$ cat src/ps2mt_pkg.sv
`timescale 1ns / 1ps
// ----------------------------------------------------------------------------
// ps2mt_pkg
// Shared types and constants for the PS/2 mouse packet tracker.
// ----------------------------------------------------------------------------
package ps2mt_pkg;

  localparam int COORD_BITS_DEF = 12;
  localparam int CFG_W          = 13;   // widest configuration register
  localparam int CFG_IDX_W      = 2;
  localparam int BYTE_W         = 8;
  localparam int BTN_W          = 3;
  localparam int DELTA_W        = 9;    // negated -128 needs a ninth bit
  localparam int SYNC_BIT       = 3;    // always set in a packet's first byte

  localparam int SCREEN_W_RST   = 1024;
  localparam int SCREEN_H_RST   = 768;

  localparam logic [CFG_IDX_W-1:0] CFG_ENABLED  = 2'd0;
  localparam logic [CFG_IDX_W-1:0] CFG_SCREEN_W = 2'd1;
  localparam logic [CFG_IDX_W-1:0] CFG_SCREEN_H = 2'd2;

  typedef enum logic [1:0] {
    PH_FLAG = 2'd0,
    PH_DX   = 2'd1,
    PH_DY   = 2'd2
  } phase_t;

endpackage

$ cat src/ps2mt_byte_if.sv
`timescale 1ns / 1ps
// ----------------------------------------------------------------------------
// ps2mt_byte_if
// Valid/ready channel carrying one received mouse byte.
// ----------------------------------------------------------------------------
interface ps2mt_byte_if;
  logic       valid;
  logic       ready;
  logic [7:0] rx_byte;

  modport source (output valid, output rx_byte, input ready);
  modport sink   (input valid, input rx_byte, output ready);
endinterface

$ cat src/ps2mt_pkt_if.sv
`timescale 1ns / 1ps
// ----------------------------------------------------------------------------
// ps2mt_pkt_if
// Valid/ready channel carrying one decoded packet: position and buttons.
// ----------------------------------------------------------------------------
interface ps2mt_pkt_if #(
  parameter int COORD_BITS = 12
);
  logic                  valid;
  logic                  ready;
  logic [COORD_BITS-1:0] x_position;
  logic [COORD_BITS-1:0] y_position;
  logic [2:0]            button_bits;
  logic                  left_pressed;
  logic                  left_released;
  logic                  right_pressed;
  logic                  middle_pressed;
  logic                  moved;

  modport source (
    output valid, output x_position, output y_position, output button_bits,
    output left_pressed, output left_released, output right_pressed,
    output middle_pressed, output moved, input ready
  );
  modport sink (
    input valid, input x_position, input y_position, input button_bits,
    input left_pressed, input left_released, input right_pressed,
    input middle_pressed, input moved, output ready
  );
endinterface

$ cat src/ps2mt_axis.sv
`timescale 1ns / 1ps
// ----------------------------------------------------------------------------
// ps2mt_axis
// One cursor axis: screen limit from the size register, step and clamp.
// ----------------------------------------------------------------------------
module ps2mt_axis #(
  parameter int COORD_BITS = ps2mt_pkg::COORD_BITS_DEF
) (
  input  logic [ps2mt_pkg::CFG_W-1:0]          size_reg,
  input  logic [COORD_BITS-1:0]                cursor,
  input  logic signed [ps2mt_pkg::DELTA_W-1:0] delta,
  output logic [COORD_BITS-1:0]                position_next,
  output logic [COORD_BITS-1:0]                center
);
  import ps2mt_pkg::*;

  localparam int LIM_W = COORD_BITS + 1;
  localparam int RW    = (CFG_W > LIM_W) ? CFG_W : LIM_W;
  localparam int SUM_W = COORD_BITS + 2;

  logic [RW-1:0]           size_ext;
  logic [RW-1:0]           cap;
  logic [LIM_W-1:0]        limit;
  logic [LIM_W-1:0]        limit_m1;
  logic signed [SUM_W-1:0] sum;

  assign size_ext = RW'(size_reg);
  assign cap      = RW'(1) << COORD_BITS;

  // zero size acts as one pixel, oversize is capped at the coordinate range
  always_comb begin
    if (size_ext == '0) begin
      limit = LIM_W'(1);
    end else if (size_ext > cap) begin
      limit = LIM_W'(cap);
    end else begin
      limit = LIM_W'(size_ext);
    end
  end

  assign limit_m1 = limit - LIM_W'(1);
  assign center   = limit[LIM_W-1:1];
  assign sum      = $signed({2'b00, cursor}) + SUM_W'(delta);

  always_comb begin
    if (sum < 0) begin
      position_next = '0;
    end else if ($unsigned(sum) >= {1'b0, limit}) begin
      position_next = limit_m1[COORD_BITS-1:0];
    end else begin
      position_next = sum[COORD_BITS-1:0];
    end
  end

endmodule

$ cat src/ps2_mouse_packet_tracker_core.sv
`timescale 1ns / 1ps
// ----------------------------------------------------------------------------
// ps2_mouse_packet_tracker_core
// Assembles PS/2 mouse bytes into three-byte packets and tracks the cursor.
// ----------------------------------------------------------------------------
// A packet result is loaded into the output register at the edge that
// takes its third byte. Throughput: one byte per cycle while
// results are taken; a result waiting in the output register holds off every
// byte until it is taken, and a byte can enter in the cycle the result leaves.
// Reset (rst, synchronous): disabled, size 1024x768, cursor centered,
// packet phase and buttons cleared, output empty.
module ps2_mouse_packet_tracker_core #(
  parameter int COORD_BITS = ps2mt_pkg::COORD_BITS_DEF
) (
  input  logic                            clk,
  input  logic                            rst,
  input  logic                            cfg_we,
  input  logic [ps2mt_pkg::CFG_IDX_W-1:0] cfg_index,
  input  logic [ps2mt_pkg::CFG_W-1:0]     cfg_data,
  ps2mt_byte_if.sink                      byte_in,
  ps2mt_pkt_if.source                     pkt_out
);
  import ps2mt_pkg::*;

  localparam int CAP       = 1 << COORD_BITS;
  localparam int RST_LIM_X = (SCREEN_W_RST > CAP) ? CAP : SCREEN_W_RST;
  localparam int RST_LIM_Y = (SCREEN_H_RST > CAP) ? CAP : SCREEN_H_RST;
  localparam logic [COORD_BITS-1:0] RST_CX = COORD_BITS'(RST_LIM_X / 2);
  localparam logic [COORD_BITS-1:0] RST_CY = COORD_BITS'(RST_LIM_Y / 2);

  logic                  enabled;
  logic [CFG_W-1:0]      size_x;
  logic [CFG_W-1:0]      size_y;
  phase_t                phase;
  phase_t                phase_next;
  logic [BTN_W-1:0]      flag_buttons;
  logic [BYTE_W-1:0]     dx_byte;
  logic [COORD_BITS-1:0] cursor_x;
  logic [COORD_BITS-1:0] cursor_y;
  logic [BTN_W-1:0]      held_buttons;

  logic                  accept;
  logic                  live;
  logic                  capture_flag;
  logic                  capture_dx;
  logic                  pkt_done;
  logic                  recenter;
  logic [BYTE_W-1:0]     b;

  logic signed [DELTA_W-1:0] dx_delta;
  logic signed [DELTA_W-1:0] dy_raw;
  logic signed [DELTA_W-1:0] dy_delta;
  logic [COORD_BITS-1:0] x_next;
  logic [COORD_BITS-1:0] y_next;
  logic [COORD_BITS-1:0] x_center;
  logic [COORD_BITS-1:0] y_center;

  logic out_valid;

  assign b              = byte_in.rx_byte;
  assign byte_in.ready  = !out_valid || pkt_out.ready;
  assign accept         = byte_in.valid && byte_in.ready;
  assign live           = accept && enabled;

  // phase sequencing
  always_comb begin
    phase_next = phase;
    if (live) begin
      case (phase)
        PH_DX:   phase_next = PH_DY;
        PH_DY:   phase_next = PH_FLAG;
        default: phase_next = b[SYNC_BIT] ? PH_DX : PH_FLAG;
      endcase
    end
  end

  always_comb begin
    capture_flag = 1'b0;
    capture_dx   = 1'b0;
    pkt_done     = 1'b0;
    if (live) begin
      case (phase)
        PH_DX:   capture_dx   = 1'b1;
        PH_DY:   pkt_done     = 1'b1;
        default: capture_flag = b[SYNC_BIT];
      endcase
    end
  end

  assign dx_delta = $signed({dx_byte[BYTE_W-1], dx_byte});
  assign dy_raw   = $signed({b[BYTE_W-1], b});
  assign dy_delta = -dy_raw;   // screen y grows downward

  ps2mt_axis #(.COORD_BITS(COORD_BITS)) u_axis_x (
    .size_reg      (size_x),
    .cursor        (cursor_x),
    .delta         (dx_delta),
    .position_next (x_next),
    .center        (x_center)
  );

  ps2mt_axis #(.COORD_BITS(COORD_BITS)) u_axis_y (
    .size_reg      (size_y),
    .cursor        (cursor_y),
    .delta         (dy_delta),
    .position_next (y_next),
    .center        (y_center)
  );

  assign recenter = cfg_we && (cfg_index == CFG_ENABLED) && cfg_data[0] && !enabled;

  always_ff @(posedge clk) begin
    if (rst) begin
      enabled <= 1'b0;
      size_x  <= CFG_W'(SCREEN_W_RST);
      size_y  <= CFG_W'(SCREEN_H_RST);
    end else if (cfg_we) begin
      case (cfg_index)
        CFG_ENABLED:  enabled <= cfg_data[0];
        CFG_SCREEN_W: size_x  <= cfg_data;
        CFG_SCREEN_H: size_y  <= cfg_data;
        default:      ;
      endcase
    end
  end

  always_ff @(posedge clk) begin
    if (rst) begin
      phase        <= PH_FLAG;
      flag_buttons <= '0;
      dx_byte      <= '0;
      cursor_x     <= RST_CX;
      cursor_y     <= RST_CY;
      held_buttons <= '0;
    end else begin
      phase <= phase_next;
      if (capture_flag) begin
        flag_buttons <= b[BTN_W-1:0];
      end
      if (capture_dx) begin
        dx_byte <= b;
      end
      if (recenter) begin
        cursor_x <= x_center;
        cursor_y <= y_center;
      end else if (pkt_done) begin
        cursor_x     <= x_next;
        cursor_y     <= y_next;
        held_buttons <= flag_buttons;
      end
    end
  end

  // output register
  always_ff @(posedge clk) begin
    if (rst) begin
      out_valid <= 1'b0;
    end else if (pkt_done) begin
      out_valid <= 1'b1;
    end else if (pkt_out.ready) begin
      out_valid <= 1'b0;
    end
  end

  always_ff @(posedge clk) begin
    if (pkt_done) begin
      pkt_out.x_position     <= x_next;
      pkt_out.y_position     <= y_next;
      pkt_out.button_bits    <= flag_buttons;
      pkt_out.left_pressed   <= flag_buttons[0] && !held_buttons[0];
      pkt_out.left_released  <= !flag_buttons[0] && held_buttons[0];
      pkt_out.right_pressed  <= flag_buttons[1] && !held_buttons[1];
      pkt_out.middle_pressed <= flag_buttons[2] && !held_buttons[2];
      pkt_out.moved          <= (dx_byte != '0) || (b != '0);
    end
  end

  assign pkt_out.valid = out_valid;

endmodule
$ cat src/flat_wrapper.sv
// flat-port wrapper written by rule: the top's interface ports become plain ports
module ps2_mouse_packet_tracker_core_flat import ps2mt_pkg::*;
#(
  parameter int COORD_BITS = ps2mt_pkg::COORD_BITS_DEF
)
  (clk, rst, cfg_we, cfg_index, cfg_data, byte_in_valid, byte_in_rx_byte, byte_in_ready, pkt_out_valid, pkt_out_x_position, pkt_out_y_position, pkt_out_button_bits, pkt_out_left_pressed, pkt_out_left_released, pkt_out_right_pressed, pkt_out_middle_pressed, pkt_out_moved, pkt_out_ready);
  ps2mt_byte_if byte_in_i ();
  ps2mt_pkt_if #(.COORD_BITS(COORD_BITS)) pkt_out_i ();
  input  logic clk;
  input  logic rst;
  input  logic cfg_we;
  input  logic [ps2mt_pkg::CFG_IDX_W-1:0] cfg_index;
  input  logic [ps2mt_pkg::CFG_W-1:0] cfg_data;
  input wire logic [$bits(byte_in_i.valid)-1:0] byte_in_valid;
  input wire logic [$bits(byte_in_i.rx_byte)-1:0] byte_in_rx_byte;
  output wire logic [$bits(byte_in_i.ready)-1:0] byte_in_ready;
  output wire logic [$bits(pkt_out_i.valid)-1:0] pkt_out_valid;
  output wire logic [$bits(pkt_out_i.x_position)-1:0] pkt_out_x_position;
  output wire logic [$bits(pkt_out_i.y_position)-1:0] pkt_out_y_position;
  output wire logic [$bits(pkt_out_i.button_bits)-1:0] pkt_out_button_bits;
  output wire logic [$bits(pkt_out_i.left_pressed)-1:0] pkt_out_left_pressed;
  output wire logic [$bits(pkt_out_i.left_released)-1:0] pkt_out_left_released;
  output wire logic [$bits(pkt_out_i.right_pressed)-1:0] pkt_out_right_pressed;
  output wire logic [$bits(pkt_out_i.middle_pressed)-1:0] pkt_out_middle_pressed;
  output wire logic [$bits(pkt_out_i.moved)-1:0] pkt_out_moved;
  input wire logic [$bits(pkt_out_i.ready)-1:0] pkt_out_ready;
  assign byte_in_i.valid = byte_in_valid;
  assign byte_in_i.rx_byte = byte_in_rx_byte;
  assign byte_in_ready = byte_in_i.ready;
  assign pkt_out_valid = pkt_out_i.valid;
  assign pkt_out_x_position = pkt_out_i.x_position;
  assign pkt_out_y_position = pkt_out_i.y_position;
  assign pkt_out_button_bits = pkt_out_i.button_bits;
  assign pkt_out_left_pressed = pkt_out_i.left_pressed;
  assign pkt_out_left_released = pkt_out_i.left_released;
  assign pkt_out_right_pressed = pkt_out_i.right_pressed;
  assign pkt_out_middle_pressed = pkt_out_i.middle_pressed;
  assign pkt_out_moved = pkt_out_i.moved;
  assign pkt_out_i.ready = pkt_out_ready;
  ps2_mouse_packet_tracker_core #(.COORD_BITS(COORD_BITS)) u_core (.clk(clk), .rst(rst), .cfg_we(cfg_we), .cfg_index(cfg_index), .cfg_data(cfg_data), .byte_in(byte_in_i), .pkt_out(pkt_out_i));
endmodule
$ cat config.mk
export PLATFORM = sky130hd
export DESIGN_NAME = ps2_mouse_packet_tracker_core_flat
export DESIGN_NICKNAME = d
export VERILOG_FILES = /design/src/ps2mt_pkg.sv /design/src/ps2mt_byte_if.sv /design/src/ps2mt_pkt_if.sv /design/src/ps2mt_axis.sv /design/src/ps2_mouse_packet_tracker_core.sv /design/src/flat_wrapper.sv
export SDC_FILE = /design/constraint.sdc
export NUM_CORES = 1
export LEC_CHECK = 0
export BUFFER_PORTS_ARGS = -buffer_cell sky130_fd_sc_hd__buf_2
export CAP_MARGIN = 20
export CORE_UTILIZATION = 50
export CTS_BUF_LIST = sky130_fd_sc_hd__clkbuf_8
export DETAILED_ROUTE_END_ITERATION = 10
export PLACE_DENSITY = 0.75
export REMOVE_ABC_BUFFERS = 1
export SYNTH_ARGS = -nofsm -noshare
export SYNTH_HDL_FRONTEND = slang
export SYNTH_SLANG_ARGS = --single-unit
export TNS_END_PERCENT = 50
$ cat constraint.sdc
create_clock -name clk -period 5.8 [get_ports clk]
set_input_delay 0.87 -clock clk [delete_from_list [all_inputs] [get_ports clk]]
set_output_delay 0.87 -clock clk [all_outputs]
set_load 0.02 [all_outputs]
# Word-level counts from Yosys, hierarchy flattened
# Cells that the tools add are included.
[totals] n_memories=0 ram_bits=0 word_cells=85 ff_bits=100 in_bits=28 rom_bits=0 latchBits=0
[classes] n_bitwise=1 n_div=0 add_sub_neg=5 order_cmp=6 n_reduce_logical=29 n_mux=22 multipliers=0 shift=0 eq_ne=4
[op_table] operator="$mux 12" n=8
[op_table] operator="$mux 13" n=4
[op_table] operator="$ge 14x13->1" n=2
[op_table] operator="$lt 14x1->1 const B" n=2
[op_table] operator="$gt 13x13->1 const B" n=2
[op_table] operator="$logic_not 13->1" n=2
[op_table] operator="$sub 12x1->12 const B" n=2
[op_table] operator="$reduce_bool 8->1" n=2
[op_table] operator="$add 13x8->14" n=1
[op_table] operator="$add 13x9->14" n=1
[op_table] operator="$logic_and 1x1->1" n=9
[op_table] operator="$mux 1" n=9
[op_table] operator="$neg 8->9" n=1
[op_table] operator="$reduce_and 2->1" n=4
[op_table] operator="$logic_not 1->1" n=6
[op_table] operator="$eq 2x1->1 const B" n=2
[op_table] operator="$eq 2x2->1 const B" n=2
[op_table] operator="$pmux 2 s2" n=1
[op_table] operator="$reduce_bool 2->1" n=2
[op_table] operator="$logic_not 2->1" n=1
[op_table] operator="$logic_or 1x1->1" n=2
[op_table] operator="$reduce_or 2->1" n=1
[op_table] operator="$not 1->1" n=1

# Logic depth before layout (Yosys ltp)
# Gate-level depths: netlist of run 1.
[logic_depth] depth_word=8 ltp_mapped=19 ltp_nobuf=18

# Modules after synthesis
# From an unflattened synthesis of run 1, not the netlist that was laid out.
[unflattened] hier_cells=793 area_unflattened_um2=6837.8
[modules_own_cells] mod="ps2_mouse_packet_tracker_core" area_per_inst_um2=3995.1 cells_per_inst=387 n_inst=1 seq_area_each_um2=2322.2
[modules_own_cells] mod="ps2mt_axis" area_per_inst_um2=1421.4 cells_per_inst=203 n_inst=2 seq_area_each_um2=0.0

# Worst setup path after synthesis of run 1
# Ideal clock, no wire load.
[synth_timing] path_kind="input port to flip-flop" start="input byte_in_rx_byte[7]" end="register u_core.pkt_out.y_position[8], data pin" path_stages=18 arrival_time_ps=4239 path_slack_ps=1295 cell_sequence="clkbuf_1 -> inv_1 -> ha_1 -> and3_1 -> nand2_1 -> and2_1 -> a21boi_0 -> o21ai_0 -> o311ai_0 -> ha_1 -> a21oi_1 -> nand2_1 -> nor3_1 -> o21ai_0 -> o21ai_1 -> buf_2 -> mux2i_1 -> nor2_1"
[synth_via] elab_chain_cells=5 elab_cells_between_ends=6 classes_between="add/sub: 2; order compare: 2; mux: 2"
[synth_rtl] element="start, declared" line="flat_wrapper.sv:15" text="input wire logic [$bits(byte_in_i.rx_byte)-1:0] byte_in_rx_byte;"
[synth_rtl] element="$neg 8->9 (*)" line="ps2_mouse_packet_tracker_core.sv:92" text="assign dy_delta = -dy_raw;"
[synth_rtl] element="$add 13x9->14 (*)" line="ps2mt_axis.sv:43" text="assign sum = $signed({2'b00, cursor}) + SUM_W'(delta);"
[synth_rtl] element="$ge 14x13->1" line="ps2mt_axis.sv:48" text="end else if ($unsigned(sum) >= {1'b0, limit}) begin"
[synth_rtl] element="$mux 12" line="ps2mt_axis.sv:48"
[synth_rtl] element="$mux 12 (*)" line="ps2mt_axis.sv:46" text="if (sum < 0) begin"
[synth_rtl] element="via u_core.u_axis_y.position_next[8]" line="ps2mt_axis.sv:12" text="output logic [COORD_BITS-1:0] position_next,"
[synth_rtl] element="end signal, assigned" line="ps2_mouse_packet_tracker_core.sv:168" text="pkt_out.y_position <= y_next;"
[synth_rtl] element="end, declared" line="ps2mt_pkt_if.sv:21" text="output valid, output x_position, output y_position, output button_bits,"
# The timed path passes the listed nets; every way through them passes the cells marked *.
# A chain may end at the register's enable or synchronous reset.

# Worst setup path after layout of run 1
[layout_timing] start="input byte_in_rx_byte[7]" end="register u_core.pkt_out.y_position[6], data pin"
# Same word-level chain as after synthesis.

==> impl_metrics.ini, run 1 <==
[cells_and_area]
areaGrowthSynthToFinish_pct = 9.81
stdcell_count = 967
postLayoutCoreUtil_pct = 57.3
nNetsFinal = 880
layout-drive-gt1-share_pct = 12.1
nFillCells = 1114
insertedDiodeCount = 0
finalInstanceArea_mm2 = 0.00703

[cts]
clkSinkCount = 100
cts_tree = built
h-tree-depth = 3
postCtsHoldBufs = 0
cts_setup_buffers = 0
cts_root_buf = clkbuf_8
cts_made_buffers = 9
insertion_delay_ns = 0.39
clk_pin_slew_ns = 0.11
cts_max_path_buffers = 2
cts_resized = 0

[placement]
io_buffers = 61
dpl-instance-area_mm2 = 0.00681
dp.cells = 951
place_ws_ns = 1.04
dp_hpwl_um = 12500
place.gp.congestion = 0.930

[synth]
synth_top_cell_by_area = dfxtp_1
ys_types = 70
synth-edff-count = 32
synth_common_cells = 115 x nand2_1, 68 x dfxtp_1, 67 x a21oi_1, 63 x nor2_1, 56 x ha_1
synth-seq-cells = 100
syn_inst = 756
synth_area_leaders = dfxtp_1 21%, edfxtp_1 15%, ha_1 11%, nand2_1 6.7%, a21oi_1 5.2%
synth_sequential_area_ratio_pct = 36.3
synth_ff_type = dfxtp_1
syn_area_mm2 = 0.00640
synth_top_area_share_pct = 21.3
yosysWarnings = 0
syn_area_per_cell_um2 = 8.47
synthArstFlopShare_pct = 0
synth.most_common_cell = nand2_1

[critical_path]
crit_path_start_kind = input pin
worstPathMaxFanout = 13
critPathRequiredTime_ns = 5.95
cp_slowest_cell = ha_1
endpoint_kind = flip-flop
cpPeakStageDelay_ns = 0.39
crit_type = in2reg
worstPathCellList = buf_2, inv_1, ha_1, and3_1, nand2_1, and2_1, a21boi_0, o21ai_0, o311ai_0, ha_1, a21oi_1, nand2_1, nor3_1, o21ai_0, o21ai_1, buf_4, mux2i_1, nor2_1
arrival_ns = 4.60
cp_top_family = compound AO/OA/AOI/OAI gates
critPathBufInv = 3

[power_and_ir_drop]
switchingPower_mw = 0.462
comb_power_share_pct = 17.6
p_per_area_mw_per_mm2 = 215
clockPowerShare_pct = 32.8
switching_share_pct = 30.6
max-vdd-ir-drop_mv = 0.112
p_leak_nw = 2.94
pwr-share-seq_pct = 49.5
p_int_mw = 1.05

[floorplanning]
die_x_um = 115
rows = 40
die_y_um = 115
core_mm2 = 0.0123
die_area_mm2 = 0.0133
io_pins = 62
initial_utilization_pct = 52.2

[detailed_routing]
vias = 5864
drt-pass1-iter-count = 6
routed_wl_um = 16900
wl_per_cell_um = 17.4
ant_nets = 0
routed_via_density = 6.06
drt_iter0_markers = 497
drc = 0

[global_route]
globalRouteOverflowTotal = 0
antenna_found_initial = 0
grt_start_max_net_pins = 42
grt_usage_pct = 26.5
grt_pass1_vias = 5675
grt_pass1_wl_um = 27500

[worst_hold_path]
hp-class = reg2reg

[flow_run]
cap_violations = 0

[sta]
relSlewSlack_pct = 22.6
max_freq_ghz = 0.225
setup_viol = 0
worst_pin_slew_ns = 1.16
maxSlewViolCount = 0
post-route-min-period_ns = 4.45
hold_viol = 0
finClkSkew_ns = 0.0132
setup_tns_ns = 0
period_share_pct = 76.7
rsz0062_at_grt = no
worst_slack_ns = 1.35

[status]
status = completed
## routing by layer
metal  wire (um)  GRT usage [%]
met4         507           12.1
met2        8350           45.8
met5           0              0
met1        7090           33.0
met3         922           3.48
## registers in the layout, indices dropped and copies added (netlist names)
signal,count
u_core.pkt_out.y_position,12
u_core.pkt_out.middle_pressed,1
u_core.pkt_out.right_pressed,1
u_core.size_x,13
u_core.flag_buttons,3
u_core.cursor_y,12
u_core.pkt_out.valid,1
u_core.pkt_out.left_pressed,1
u_core.cursor_x,12
u_core.pkt_out.x_position,12
u_core.pkt_out.left_released,1
u_core.pkt_out.button_bits,3
u_core.held_buttons,3
u_core.phase,2
u_core.size_y,13
u_core.dx_byte,8
u_core.enabled,1
u_core.pkt_out.moved,1
## power by group through the flow
stage / Clock [mW] / Combinational, mW / Sequential (mW)
floorplan: 0 / 0.183 / 0.758
global placement: 0 / 0.252 / 0.763
detailed placement: 0 / 0.260 / 0.763
CTS: 0.497 / 0.262 / 0.747
global route: 0.527 / 0.297 / 0.749
finish: 0.496 / 0.266 / 0.748
## worst paths after layout
path                                        to  depth (start not counted)                   start  slack [ns]
hold / removal          u_core.held_buttons[1]                          2  u_core.held_buttons[1]        0.47
setup / recovery  u_core.pkt_out.y_position[6]                         18      byte_in_rx_byte[7]        1.35
hold reg to reg         u_core.held_buttons[1]                          2  u_core.held_buttons[1]        0.47
setup reg to reg  u_core.pkt_out.x_position[3]                         15       u_core.dx_byte[0]        1.58
## kinds of logic (layout without fill, tap and decap cells)
logic type | after synthesis | after routing | synth area share (%)
simple gates | 279 | 279 | 20.3
fa+ha+maj | 58 | 58 | 11.6
buf+inv | 74 | 117 | 4.61
flops | 100 | 100 | 36.3
xor+xnor | 21 | 21 | 2.87
compound gates | 205 | 205 | 21.3
mux | 19 | 19 | 3.01
## worst min-delay path, delay by kind of cell, from the launching register on
| kind | cells | cell delay, ns |
|---|---|---|
| AOI/OAI and AO/OA | 1 | 0.06 |
| DFF | 1 | 0.33 |
| and+or+nand+nor | 1 | 0.05 |
## stage by stage
stage                     hold WS (ns)  power (mW)
after floorplan                  0.431       0.941
final                            0.468        1.51
after global routing             0.485        1.57
after detailed placement         0.452        1.02
after CTS                        0.468        1.51
after global placement           0.443        1.01
## cell type report
| type | count | area, um2 | area share [%] |
|---|---|---|---|
| multi-input cells | 582 | 3800 | 54.1 |
| flip-flops and latches | 100 | 2320 | 33.0 |
| repair buffers | 67 | 350 | 4.98 |
| well taps | 168 | 210 | 2.99 |
| inverters | 34 | 128 | 1.82 |
| clock buffers | 9 | 124 | 1.76 |
| clock inverters | 7 | 92.6 | 1.32 |
## layout by cell type, fill, tap and decap left out, drive strengths merged, types with 18 or more instances in the layout
cell type  netlist  layout
o21ai           24      24
nor3            20      20
nand2          115     115
inv             33      36
ha              56      56
nand3           18      18
o22ai           20      20
a32oi           18      18
dfxtp           68      68
a21oi           68      68
nor2            65      65
buf              9      67
edfxtp          32      32
(Power assumes the default switching activity.)
==> run 2: changes to the inputs <==
- clock period: 5.8 -> 4.61 ns (I/O delays scaled with it)
==> impl_metrics.ini, run 2 (synthesis gave the netlist of run 1 again) <==
[critical_path]
worstPathMaxFanout = 22
r2r_slack_ns = 0.51
cp_slowest_cell = fa_1
startpoint = u_core.dx_byte[0]
crit_type = reg2reg
crit_path_start_kind = flip-flop
critPathRequiredTime_ns = 4.73
r2r_end = u_core.pkt_out.x_position[3]
endpoint_kind = flip-flop
reg2reg_from = u_core.dx_byte[0]
cpPeakStageDelay_ns = 0.43
arrival_ns = 4.22
r2r_cells = 15
worstPathCellList = ha_1, fa_1, a211o_1, a21oi_1, a22oi_1, a21o_1, a211o_1, and2_1, ha_1, nand3_1, o41ai_2, buf_4, o311ai_0, o21ai_0, nor2_1
endpoint = u_core.pkt_out.x_position[3]

[cts]
postCtsHoldBufs = 0
h-tree-depth = 3
cts_made_buffers = 9
clk_pin_slew_ns = 0.11
insertion_delay_ns = 0.38
cts_root_buf = clkbuf_8
cts_max_path_buffers = 2
clkSinkCount = 100
cts_resized = 0
cts_tree = built
cts_setup_buffers = 0

[cells_and_area]
layout_common_cells = 115 x nand2_1, 68 x dfxtp_1, 67 x a21oi_1
top_regs = u_core.size_x x13, u_core.size_y x13
areaGrowthSynthToFinish_pct = 10.0
insertedDiodeCount = 0
nNetsFinal = 885
layout_commonest_cell = nand2_1
layout-drive-gt1-share_pct = 12.3
finalInstanceArea_mm2 = 0.00704

[detailed_routing]
ant_nets = 0
drt_iter0_markers = 557
routed_wl_um = 16900
wl_met3_um = 1140
met2_length_um = 8020
wl_per_cell_um = 17.4
vias = 5965
top_layer = met4
wl_met1_um = 7080
drc = 0
routed_via_density = 6.14
drt-pass1-iter-count = 5

[power_and_ir_drop]
clockPowerShare_pct = 31.2
p_int_mw = 1.31
switching_share_pct = 29.7
pwr-share-seq_pct = 50.4
p_leak_nw = 2.96
max-vdd-ir-drop_mv = 0.151
p_per_area_mw_per_mm2 = 265
comb_power_share_pct = 18.4
switchingPower_mw = 0.555

[floorplanning]
die_x_um = 115
rows = 40
initial_utilization_pct = 52.2
die_area_mm2 = 0.0133
die_y_um = 115
io_pins = 62
core_mm2 = 0.0123

[global_route]
grt_pass1_wl_um = 27400
antenna_found_initial = 0
grt_start_max_net_pins = 43
grt_usage_pct = 26.7
globalRouteOverflowTotal = 0
grt_pass1_vias = 5644

[sta]
setup_viol = 0
hold_viol = 0
rsz0062_at_grt = no
worst_slack_ns = 0.506
relSlewSlack_pct = 42.5
worst_pin_slew_ns = 0.863
period_share_pct = 89.0
maxSlewViolCount = 0
max_freq_ghz = 0.244
finClkSkew_ns = 0.0139
post-route-min-period_ns = 4.10

[status]
status = completed

[worst_hold_path]
hp-class = reg2reg

[placement]
io_buffers = 61
dpl-instance-area_mm2 = 0.00685
dp_hpwl_um = 12700
place.gp.congestion = 0.989
place_ws_ns = 0.162

[flow_run]
cap_violations = 0
## run 2: per-stage QoR
step           power, mW  hold WS [ns]  setup TNS [ns]  utilization (%)  std cells
2_1_floorplan       1.18         0.431           -5.91                -        716
3_3_place_gp        1.28         0.442               0             55.9        956
3_5_place_dp        1.30         0.450               0             55.9        956
4_1_cts             1.87         0.464               0             57.4        972
5_1_grt             1.94         0.496               0             57.4        972
6_report            1.87         0.464               0             57.4        972
## run 2: power groups by stage
stage          logic (mW)  registers (mW)  clock network, mW
3_5_place_dp        0.337           0.960                  0
4_1_cts             0.339           0.939              0.588
3_3_place_gp        0.324           0.959                  0
6_report            0.344           0.940              0.583
2_1_floorplan       0.230           0.953                  0
5_1_grt             0.383           0.942              0.616
## run 2: worst min-delay path by stage
stage,from,endpoint,slack (ns),depth (start not counted)
after global routing,u_core.held_buttons[0],u_core.held_buttons[0],0.50,2
after CTS,u_core.held_buttons[2],u_core.held_buttons[2],0.46,2
after detailed placement,u_core.held_buttons[2],u_core.held_buttons[2],0.45,2
final,u_core.held_buttons[1],u_core.held_buttons[1],0.46,2
after global placement,u_core.held_buttons[2],u_core.held_buttons[2],0.44,2
after floorplan,u_core.held_buttons[1],u_core.held_buttons[1],0.43,2
## run 2: worst max-delay path, delay by kind of cell, from the launching register on
kind	cells	cell delay [ns]
AO/OA/AOI/OAI	8	1.92
adder cells (fa/ha/maj)	3	0.91
buffers and inverters	1	0.30
flip-flops	1	0.35
AND/OR/NAND/NOR	3	0.34
## run 2: cell type report
cell class	count	area, um2
Inverter	34	128
Fill cell	1121	5220
Sequential cell	100	2320
Clock inverter	7	71.3
Tap cell	168	210
Clock buffer	9	124
Timing Repair Buffer	72	388
Multi-Input combinational cell	582	3800
## run 2: per-layer routing
layer	track usage, %	up-vias
li1	-	2834
met1	33.3	2798
met2	44.8	278
met3	3.32	55
met4	14.5	0
met5	0	-
